--- config.mk ---
export PLATFORM = sky130hd
export DESIGN_NAME = rgb2yuv_matrix
export DESIGN_NICKNAME = d
export VERILOG_FILES = /design/src/hdl/rgb2yuv_pkg.sv /design/src/hdl/rgb2yuv_matrix.sv
export SDC_FILE = /design/constraint.sdc
export NUM_CORES = 1
export LEC_CHECK = 0
export ABC_AREA = 1
export BUFFER_PORTS_ARGS = -buffer_cell sky130_fd_sc_hd__buf_4
export CORE_MARGIN = 2
export CORE_UTILIZATION = 45
export DETAILED_ROUTE_END_ITERATION = 16
export GPL_ROUTABILITY_DRIVEN = 0
export HOLD_SLACK_MARGIN = 0.03
export PLACE_DENSITY = 0.73
export SYNTH_ARGS = -nofsm -noshare
export SYNTH_HDL_FRONTEND = slang
export SYNTH_SLANG_ARGS = --single-unit
--- constraint.sdc ---
create_clock -name clk -period 5.9 [get_ports clk]
set_input_delay 0.295 -clock clk [delete_from_list [all_inputs] [get_ports clk]]
set_output_delay 0.295 -clock clk [all_outputs]
set_load 0.005 [all_outputs]
--- src/hdl/rgb2yuv_pkg.sv ---
`timescale 1ns / 1ps
`default_nettype none
// ----------------------------------------------------------------------------
// rgb2yuv_pkg
// Shared types, constants and helpers of the RGB to YUV 4:2:0 converter.
// ----------------------------------------------------------------------------
package rgb2yuv_pkg;

    localparam int MAX_WIDTH_DEFAULT = 4096;
    localparam int MAX_HEIGHT        = 4096;
    localparam int WIDTH_RESET       = 640;
    localparam int HEIGHT_RESET      = 480;

    localparam int CFG_W       = 13;
    localparam int CFG_INDEX_W = 1;
    localparam int ROW_W       = 12;
    localparam int PIX_W       = 8;
    localparam int QUARTER_W   = 6;
    localparam int PART_W      = 7;
    localparam int ENTRY_W     = 2 * PART_W;
    localparam int SUM_W       = 16;

    // register indexes of the configuration port
    localparam logic [CFG_INDEX_W-1:0] REG_FRAME_WIDTH  = 1'b0;
    localparam logic [CFG_INDEX_W-1:0] REG_FRAME_HEIGHT = 1'b1;

    // BT.601 integer matrix
    localparam logic [SUM_W-1:0] COEF_YR  = 16'd66;
    localparam logic [SUM_W-1:0] COEF_YG  = 16'd129;
    localparam logic [SUM_W-1:0] COEF_YB  = 16'd25;
    localparam logic [SUM_W-1:0] COEF_CBR = 16'd38;
    localparam logic [SUM_W-1:0] COEF_CBG = 16'd74;
    localparam logic [SUM_W-1:0] COEF_CBB = 16'd112;
    localparam logic [SUM_W-1:0] COEF_CRR = 16'd112;
    localparam logic [SUM_W-1:0] COEF_CRG = 16'd94;
    localparam logic [SUM_W-1:0] COEF_CRB = 16'd18;
    localparam logic [PIX_W-1:0] LUMA_OFFSET = 8'd16;
    // 128 << 8, keeps the chroma sum non-negative
    localparam logic [SUM_W-1:0] CHROMA_BIAS = 16'd32768;

    typedef struct packed {
        logic col_odd;
        logic row_odd;
        logic frame_end;
    } pos_t;

    typedef struct packed {
        logic [PIX_W-1:0]     y;
        logic [QUARTER_W-1:0] qcb;
        logic [QUARTER_W-1:0] qcr;
    } pix_t;

    // even value in 2..hi
    function automatic logic [CFG_W-1:0] clamp_dim(logic [CFG_W-1:0] v, int unsigned hi);
        logic [CFG_W-1:0] e;
        e = {v[CFG_W-1:1], 1'b0};
        if (e < CFG_W'(2))
            e = CFG_W'(2);
        if (32'(e) > hi)
            e = CFG_W'(hi & 32'hFFFF_FFFE);
        return e;
    endfunction

endpackage
`default_nettype wire

--- src/hdl/rgb2yuv_matrix.sv ---
`timescale 1ns / 1ps
`default_nettype none
// ----------------------------------------------------------------------------
// rgb2yuv_matrix
// Input register and color matrix stage: luma and quarter chroma per pixel.
// ----------------------------------------------------------------------------
module rgb2yuv_matrix
    import rgb2yuv_pkg::*;
#(
    parameter int SLOT_W = 11
)
(
    input  wire logic              clk,
    input  wire logic              load_in,
    input  wire logic              load_mat,
    input  wire logic [PIX_W-1:0]  red_in,
    input  wire logic [PIX_W-1:0]  green_in,
    input  wire logic [PIX_W-1:0]  blue_in,
    input  wire pos_t              pos_in,
    input  wire logic [SLOT_W-1:0] slot_in,
    output      logic [SLOT_W-1:0] in_slot,
    output      pix_t              mat_pix,
    output      pos_t              mat_pos,
    output      logic [SLOT_W-1:0] mat_slot
);

    logic [PIX_W-1:0]  red_reg;
    logic [PIX_W-1:0]  green_reg;
    logic [PIX_W-1:0]  blue_reg;
    pos_t              in_pos_reg;
    logic [SLOT_W-1:0] in_slot_reg;
    pix_t              pix_reg;
    pix_t              pix_next;
    pos_t              mat_pos_reg;
    logic [SLOT_W-1:0] mat_slot_reg;
    logic [SUM_W-1:0]  r16;
    logic [SUM_W-1:0]  g16;
    logic [SUM_W-1:0]  b16;
    logic [SUM_W-1:0]  sum_y;
    logic [SUM_W-1:0]  sum_cb;
    logic [SUM_W-1:0]  sum_cr;

    always_ff @(posedge clk)
    begin
        if (load_in)
        begin
            red_reg     <= red_in;
            green_reg   <= green_in;
            blue_reg    <= blue_in;
            in_pos_reg  <= pos_in;
            in_slot_reg <= slot_in;
        end
    end

    assign r16 = SUM_W'(red_reg);
    assign g16 = SUM_W'(green_reg);
    assign b16 = SUM_W'(blue_reg);

    // chroma sums are exact modulo 2^16 since the biased value stays positive
    assign sum_y  = COEF_YR * r16 + COEF_YG * g16 + COEF_YB * b16;
    assign sum_cb = CHROMA_BIAS + COEF_CBB * b16 - COEF_CBR * r16 - COEF_CBG * g16;
    assign sum_cr = CHROMA_BIAS + COEF_CRR * r16 - COEF_CRG * g16 - COEF_CRB * b16;

    // floor(c / 4) of the 8-bit chroma is the top six bits of the biased sum
    always_comb
    begin
        pix_next.y   = sum_y[SUM_W-1:SUM_W-PIX_W] + LUMA_OFFSET;
        pix_next.qcb = sum_cb[SUM_W-1:SUM_W-QUARTER_W];
        pix_next.qcr = sum_cr[SUM_W-1:SUM_W-QUARTER_W];
    end

    always_ff @(posedge clk)
    begin
        if (load_mat)
        begin
            pix_reg      <= pix_next;
            mat_pos_reg  <= in_pos_reg;
            mat_slot_reg <= in_slot_reg;
        end
    end

    assign in_slot  = in_slot_reg;
    assign mat_pix  = pix_reg;
    assign mat_pos  = mat_pos_reg;
    assign mat_slot = mat_slot_reg;

endmodule
`default_nettype wire

==> reports/results.txt, run 1 <==
vias = 6969
max reg flops = 20
Reg-to-Reg Start = green_reg[6]$_DFFE_PP_
FF-to-FF End = mat_pix[5]$_DFFE_PP_
R2R setup slack = 660 ps
CTS max path bufs = 2
post-synthesis adder-cell area fraction = 0.4257
outcome = completed
CP Max Fanout = 8
crit path from = green_reg[6]$_DFFE_PP_
proportion of layout cells with a drive suffix above 1 = 0.1005
GR Overflow Total = 0
CP peak stage delay = 560 ps
most frequent cells in the layout = inv_1 (260), ha_1 (179), nand2_1 (139)
Netlist cell types = 28
sequential share of the synthesized area = 0.2312
Die Width = 148.2 µm
Worst Hold Class = primary input to flip-flop
Crit-path slowest cell = fa_1
worst-path cell chain = inv_1, fa_1, fa_1, fa_1, inv_1, ha_1, a21oi_1, o21ai_1, a21oi_1, nor2_1, nor2_1, xnor2_1, fa_1, inv_1, ha_1, inv_1, o21bai_1, nand3_1, nand2_1, a21oi_1, nand2_1, xor2_1
top-area cell type share of the netlist area = 0.2395
largest family of logic cells by synthesized area = adder cells
Synth Register Bits = 72
CTS H-tree depth = 3
final cycle utilization of the critical path = 0.8880
drt drc = 0
Hold Violations, Final = 0
CTS tree = done
area leader, netlist = ha_1
TritonRoute pass-1 iters = 5
Final Net Count = 1436
# IOs = 86
Post-Syn Area = 9353 µm²
critical path capture point = mat_pix[5]$_DFFE_PP_
DR vias/cell = 4.964
Worst Path Required = 6010 ps
initial core utilization = 0.4607
core area = 20300 µm²
clock sinks = 72
hold_buf cts = 0
post-synthesis mux area share = 0
Post-Synth XOR/XNOR Area = 0.05619
area growth from synthesis to layout = 13.87%
Yosys warning total = 0
cts bufs inserted = 9
highest clock rate = 190.9 MHz
die height = 148.2 µm
ANT cells = 0
Synth area leaders = ha_1 (24%), edfxtp_1 (23%), fa_1 (19%)
placed wire-length estimate = 17.03 mm
Antenna Nets Post-Route = 0
Syn Inst Count = 1030
clk_lat worst skew = 350 ps
Routed WL per cell = 14.61 µm
Tmin final = 5239 ps
final WL = 20.51 mm
most common cell after layout, fill and taps aside = inv_1
Worst Reg-to-Reg Cells = 22
Synth Area in Simple Gates = 0.1092
Crit path arrival time = 5350 ps
initial antenna violation count = 0
Critical Setup Path Class = flip-flop to flip-flop
DR iter-0 viols = 295
Worst setup EP type = flip-flop
Worst-path clk slew = 70 ps
MaxCap Viol Count = 0
number of global-route vias before repair = 7383
CTS resizes = 0
max-slew violations = 0
Mapped Nets = 1337
final setup fails = 0
Compound-Gate Fraction of Synth Area = 0.07184
Die ar. = 21950 µm²
worst rel slew slack = 0.5661
Clock Skew = 9.354 ps
Setup TNS = 0 ps
first-pass GRT wire length = 35.20 mm
total track usage = 0.2029
Core Rows = 52
CP Launch Type = flip-flop
Port Buf Inserts = 85
synthesized area per cell = 9.080 µm²
setup bufs post-CTS = 0
largest net degree at the start of global routing = 39
worst slew pin tran = 650.8 ps
Root Buffer = clkbuf_16
RSZ-0062 raised after global routing = no
-- Yosys cell counts --
library cell	number
xor2_1	40
nand3b_1	1
nand2_2	3
inv_2	4
o2111ai_1	1
o31ai_1	2
a21o_1	4
xnor2_1	20
a21oi_1	83
nand4_1	8
nor3_2	1
nor3_1	9
nand2_1	139
o211ai_1	2
o21bai_1	8
nand3_1	34
inv_1	260
nor2_1	46
and2_1	2
edfxtp_1	72
fa_1	87
o21a_1	2
ha_1	179
o21ai_1	8
a221oi_1	1
nor2_2	2
o21ai_0	11
o311ai_0	1
-- metal layers --
metal,GRT usage,wire length (µm)
met5,0,0
met1,0.2517,9054
met3,0.03865,915
met4,0.06714,480
met2,0.3563,10060
-- worst min path at each step --
stage | slack (ps) | depth (start not counted) | endpoint | startpoint
5_1_grt | 100 | 1 | in_slot[9]$_DFFE_PP_ | slot_in[9]
3_3_place_gp | 400 | 0 | mat_pos[1]$_DFFE_PP_ | in_pos_reg[1]$_DFFE_PP_
4_1_cts | 100 | 1 | in_pos_reg[1]$_DFFE_PP_ | pos_in[1]
3_5_place_dp | 400 | 0 | mat_pos[0]$_DFFE_PP_ | in_pos_reg[0]$_DFFE_PP_
6_report | 110 | 1 | in_slot[4]$_DFFE_PP_ | slot_in[4]
2_1_floorplan | 390 | 0 | blue_reg[0]$_DFFE_PP_ | blue_in[0]
-- final cells by class --
cell class / count / area [µm²]
clock buffers: 9 / 225.2
clock inverters: 7 / 73.82
fillers: 1850 / 9649
inverters: 264 / 991.0
multi-input cells: 694 / 6200
flip-flops and latches: 72 / 2162
well taps: 270 / 337.8
repair buffers: 88 / 660.6
-- metrics by stage --
stage,instances,utilization,setup WS [ps],hold WS (ps),area (µm²)
finish,1404,0.5247,661.1,110.3,10650
global route,1404,0.5247,200.6,98.27,10650
CTS,1404,0.5247,650.0,95.58,10650
detailed placement,1388,0.5099,672.5,404.5,10350
global placement,1388,0.5099,756.2,401.9,10350
floorplan,1030,-,1030,393.9,9353
-- kinds of logic after synthesis --
| logic type | Yosys count |
|---|---|
| buf+inv | 264 |
| xor+xnor | 60 |
| simple gates | 245 |
| fa+ha+maj | 266 |
| compound gates | 123 |
| flops | 72 |
-- critical path, delay by kind of cell, from the launching register on --
family	cells	cell delay, ps
compound gates	5	710
xor+xnor	2	230
fa+ha+maj	6	2770
buf+inv	4	370
flops	1	550
simple gates	5	370
Power of run 1 is not shown: default switching activity piles up to over one toggle a cycle in this logic, so the estimate is an artifact.
==> inputs of run 2 (changes only) <==
--- a/config.mk
+++ b/config.mk
@@ -12,6 +12,7 @@
 export DETAILED_ROUTE_END_ITERATION = 16
 export GPL_ROUTABILITY_DRIVEN = 0
 export HOLD_SLACK_MARGIN = 0.03
+export MAX_ROUTING_LAYER = met4
 export PLACE_DENSITY = 0.73
 export SYNTH_ARGS = -nofsm -noshare
 export SYNTH_HDL_FRONTEND = slang
==> run 2 against run 1 <==
Global-route usage increased by 0.61 points. Final area unchanged. Worst setup slack lost 5.4 ps. Critical path type unchanged. Critical endpoint unchanged. Largest cell class unchanged.
==> reports/results.txt, run 2 (same netlist as run 1, synthesis figures left out) <==
largest net degree at the start of global routing = 39
core area = 20300 µm²
final setup fails = 0
setup bufs post-CTS = 0
CP Launch Type = flip-flop
CTS tree = done
highest clock rate = 190.7 MHz
post-route insts no fill = 1404
max-slew violations = 0
drt drc = 0
total track usage = 0.2090
DR vias/cell = 4.967
# fillers = 1850
initial antenna violation count = 0
initial core utilization = 0.4607
CTS max path bufs = 2
worst rel slew slack = 0.5665
Critical Setup Path Class = flip-flop to flip-flop
Die Width = 148.2 µm
ANT cells = 0
CP Max Fanout = 8
placed wire-length estimate = 17.03 mm
most common cell after layout, fill and taps aside = inv_1
Worst Hold Class = primary input to flip-flop
Routed WL per cell = 14.57 µm
Antenna Nets Post-Route = 0
TritonRoute pass-1 iters = 5
final WL = 20.45 mm
clock sinks = 72
hold_buf cts = 0
final cycle utilization of the critical path = 0.8889
most frequent cells in the layout = inv_1 (260), ha_1 (179), nand2_1 (139)
placed cells = 1388
Hold Violations, Final = 0
clk_lat worst skew = 350 ps
Setup TNS = 0 ps
Worst setup EP type = flip-flop
Worst Path Required = 6010 ps
DR iter-0 viols = 297
Root Buffer = clkbuf_16
proportion of layout cells with a drive suffix above 1 = 0.1005
Port Buf Inserts = 85
number of global-route vias before repair = 7384
cts bufs inserted = 9
Worst-path clk slew = 70 ps
RSZ-0062 raised after global routing = no
CTS resizes = 0
Crit path arrival time = 5360 ps
worst slew pin tran = 650.2 ps
first-pass GRT wire length = 35.23 mm
fin util = 0.5247
Core Rows = 52
Final Net Count = 1436
vias = 6973
outcome = completed
MaxCap Viol Count = 0
GR Overflow Total = 0
Tmin final = 5244 ps
Clock Skew = 9.424 ps
area growth from synthesis to layout = 13.87%
CTS H-tree depth = 3
# IOs = 86
max reg flops = 20
Die ar. = 21950 µm²
die height = 148.2 µm
run 2: final cells by class:
type / instances / area, µm² / share of cell area
Clock buffer: 9 / 225.2 / 0.02115
Clock inverter: 7 / 73.82 / 0.006931
Inverter: 264 / 991.0 / 0.09305
Multi-Input combinational cell: 694 / 6200 / 0.5821
Sequential cell: 72 / 2162 / 0.2030
Tap cell: 270 / 337.8 / 0.03172
Timing Repair Buffer: 88 / 660.6 / 0.06203
run 2: final timing paths:
kind | from | to | slack (ps) | depth (start not counted)
setup / recovery | green_reg[6]$_DFFE_PP_ | mat_pix[5]$_DFFE_PP_ | 660 | 22
hold / removal | slot_in[4] | in_slot[4]$_DFFE_PP_ | 110 | 1
setup reg to reg | green_reg[6]$_DFFE_PP_ | mat_pix[5]$_DFFE_PP_ | 660 | 22
hold reg to reg | in_pos_reg[0]$_DFFE_PP_ | mat_pos[0]$_DFFE_PP_ | 410 | 0
run 2: worst max-delay path, cell delays in order, from the launching register on:
cell and delay, ps:
edfxtp_1 560, inv_1 150, fa_1 530, fa_1 450, fa_1 560, inv_1 50, ha_1 360, a21oi_1 210
o21ai_1 100, a21oi_1 190, nor2_1 60, nor2_1 110, xnor2_1 100, fa_1 550, inv_1 50, ha_1 320
inv_1 120, o21bai_1 100, nand3_1 80, nand2_1 50, a21oi_1 110, nand2_1 70, xor2_1 130
run 2: metrics by stage:
step	hold WS, ps	setup WS, ps	instance area, µm²
floorplan	393.9	1030	9353
global placement	401.9	756.2	10350
detailed placement	404.5	672.5	10350
CTS	95.58	650.0	10650
global route	98.26	198.1	10650
finish	109.6	655.6	10650
run 2: layer usage:
metal | share of wire | global-route usage | wire length [µm]
met5 | 0 | - | 0
met4 | 0.023 | 0.06714 | 478
met3 | 0.041 | 0.03497 | 844
met2 | 0.49 | 0.3556 | 10030
met1 | 0.44 | 0.2548 | 9096
Power of run 2 is left out for the same reason.
==> inputs of run 3 (changes only) <==
--- a/config.mk
+++ b/config.mk
@@ -6,14 +6,14 @@
 export NUM_CORES = 1
 export LEC_CHECK = 0
 export ABC_AREA = 1
-export BUFFER_PORTS_ARGS = -buffer_cell sky130_fd_sc_hd__buf_4
 export CORE_MARGIN = 2
 export CORE_UTILIZATION = 45
 export DETAILED_ROUTE_END_ITERATION = 16
+export DONT_BUFFER_PORTS = 1
 export GPL_ROUTABILITY_DRIVEN = 0
 export HOLD_SLACK_MARGIN = 0.03
 export MAX_ROUTING_LAYER = met4
-export PLACE_DENSITY = 0.73
+export PLACE_DENSITY = 0.7
 export SYNTH_ARGS = -nofsm -noshare
 export SYNTH_HDL_FRONTEND = slang
 export SYNTH_SLANG_ARGS = --single-unit
==> constraint.sdc (replaced) <==
create_clock -name clk -period 5.9 [get_ports clk]
set_input_delay 1.18 -clock clk [delete_from_list [all_inputs] [get_ports clk]]
set_output_delay 1.18 -clock clk [all_outputs]
set_load 0.005 [all_outputs]
==> run 3 against run 2 <==
Core utilization decreased by 3.2 points. Via count shrank 6.4%. Non-clock buffer count is 85 lower. Fmax is 0.68% higher. Global-route usage decreased by 1.5 points. Clock skew hardly changed. Register-to-register slack gained 40 ps. Hold slack gained 310 ps. Sequential cell count unchanged. Critical path type unchanged.
==> reports/results.txt, run 3 (same netlist as run 1, synthesis figures left out) <==
Setup TNS = 0 ps
initial core utilization = 0.4607
placed wire-length estimate = 16.55 mm
Clock Skew = 9.212 ps
RSZ-0062 raised after global routing = no
Core Rows = 52
TritonRoute pass-1 iters = 5
setup bufs post-CTS = 0
Die Width = 148.2 µm
cts bufs inserted = 9
Crit path arrival time = 5310 ps
Antenna Nets Post-Route = 0
Port Buf Inserts = 0
CP Launch Type = flip-flop
CP Max Fanout = 6
core area = 20300 µm²
Final WS setup = 691.1 ps
final setup fails = 0
final WL = 19.51 mm
most common cell after layout, fill and taps aside = inv_1
Worst-path clk slew = 70 ps
outcome = completed
clock sinks = 72
largest net degree at the start of global routing = 39
Reg-to-Reg Start = green_reg[4]$_DFFE_PP_
hold-critical path depth = 0
DR iter-0 viols = 282
die height = 148.2 µm
initial antenna violation count = 0
Final Net Count = 1351
max-slew violations = 0
Root Buffer = clkbuf_16
Worst setup EP type = flip-flop
number of global-route vias before repair = 6756
Worst Path Required = 6000 ps
final cycle utilization of the critical path = 0.8829
Place WS = 706.9 ps
Hold Violations, Final = 0
CTS max path bufs = 2
Endpoint, Worst Hold = mat_pos[0]$_DFFE_PP_
CTS tree = done
worst slew pin tran = 619.1 ps
# IOs = 86
Die ar. = 21950 µm²
Critical Setup Path Class = flip-flop to flip-flop
max reg flops = 20
Routed WL per cell = 14.79 µm
area growth from synthesis to layout = 7.023%
ANT cells = 0
GR Overflow Total = 0
DR vias/cell = 4.946
total track usage = 0.1941
proportion of layout cells with a drive suffix above 1 = 0.02765
vias = 6524
drt drc = 0
first-pass GRT wire length = 32.51 mm
CTS H-tree depth = 3
highest clock rate = 192.0 MHz
most frequent cells in the layout = inv_1 (260), ha_1 (179), nand2_1 (139)
Tmin final = 5209 ps
hold_sp = in_pos_reg[0]$_DFFE_PP_
worst rel slew slack = 0.5873
hold_buf cts = 0
MaxCap Viol Count = 0
FF-to-FF End = mat_pix[5]$_DFFE_PP_
CTS resizes = 0
clk_lat worst skew = 350 ps
R2R setup slack = 690 ps
Worst Reg-to-Reg Cells = 22
Worst Hold Class = flip-flop to flip-flop
run 3: cell types whose count changed in the layout (fill, tap and decap cells not counted), sizes merged:
cell  delta
buf     -85
run 3: layout make-up:
cell class | instances | area [µm²]
clock inverters | 7 | 71.32
well taps | 270 | 337.8
fillers | 1945 | 10290
clock buffers | 9 | 225.2
repair buffers | 3 | 22.52
flip-flops and latches | 72 | 2162
multi-input cells | 694 | 6200
inverters | 264 | 991.0
run 3: metal layers:
layer / vias up / global-route usage / routed length, µm
li1: 3315 / - / -
met1: 3060 / 0.2479 / 9013
met2: 124 / 0.3211 / 9323
met3: 25 / 0.03006 / 700
met4: 0 / 0.05810 / 473
met5: - / - / 0
run 3: how the worst max path moves through the flow:
stage / slack (ps) / from / endpoint / cells past startpoint
6_report: 690 / green_reg[4]$_DFFE_PP_ / mat_pix[5]$_DFFE_PP_ / 22
3_3_place_gp: 770 / green_reg[6]$_DFFE_PP_ / mat_pix[5]$_DFFE_PP_ / 24
4_1_cts: 680 / green_reg[6]$_DFFE_PP_ / mat_pix[5]$_DFFE_PP_ / 22
2_1_floorplan: 1030 / green_reg[7]$_DFFE_PP_ / mat_pix[5]$_DFFE_PP_ / 24
5_1_grt: 260 / green_reg[6]$_DFFE_PP_ / mat_pix[5]$_DFFE_PP_ / 22
3_5_place_dp: 710 / green_reg[6]$_DFFE_PP_ / mat_pix[5]$_DFFE_PP_ / 22
run 3: per-stage QoR:
step | hold slack [ps] | cells | util | instance area (µm²)
after detailed placement | 407.5 | 1303 | 0.4785 | 9713
after global placement | 406.5 | 1303 | 0.4785 | 9713
after CTS | 422.0 | 1319 | 0.4931 | 10010
after floorplan | 400.3 | 1030 | - | 9353
after global routing | 424.2 | 1319 | 0.4931 | 10010
final | 421.3 | 1319 | 0.4931 | 10010
run 3: critical path, cell delays in order, from the launching register on:
cell and delay [ps]:
edfxtp_1 480, inv_1 160, fa_1 590, fa_1 460, fa_1 550, inv_1 40, ha_1 340, a21oi_1 210
o21ai_1 100, a21oi_1 190, nor2_1 60, nor2_1 110, xnor2_1 100, fa_1 540, inv_1 40, ha_1 320
inv_1 110, o21bai_1 100, nand3_1 70, nand2_1 50, a21oi_1 110, nand2_1 70, xor2_1 140
Power of run 3 is left out for the same reason.
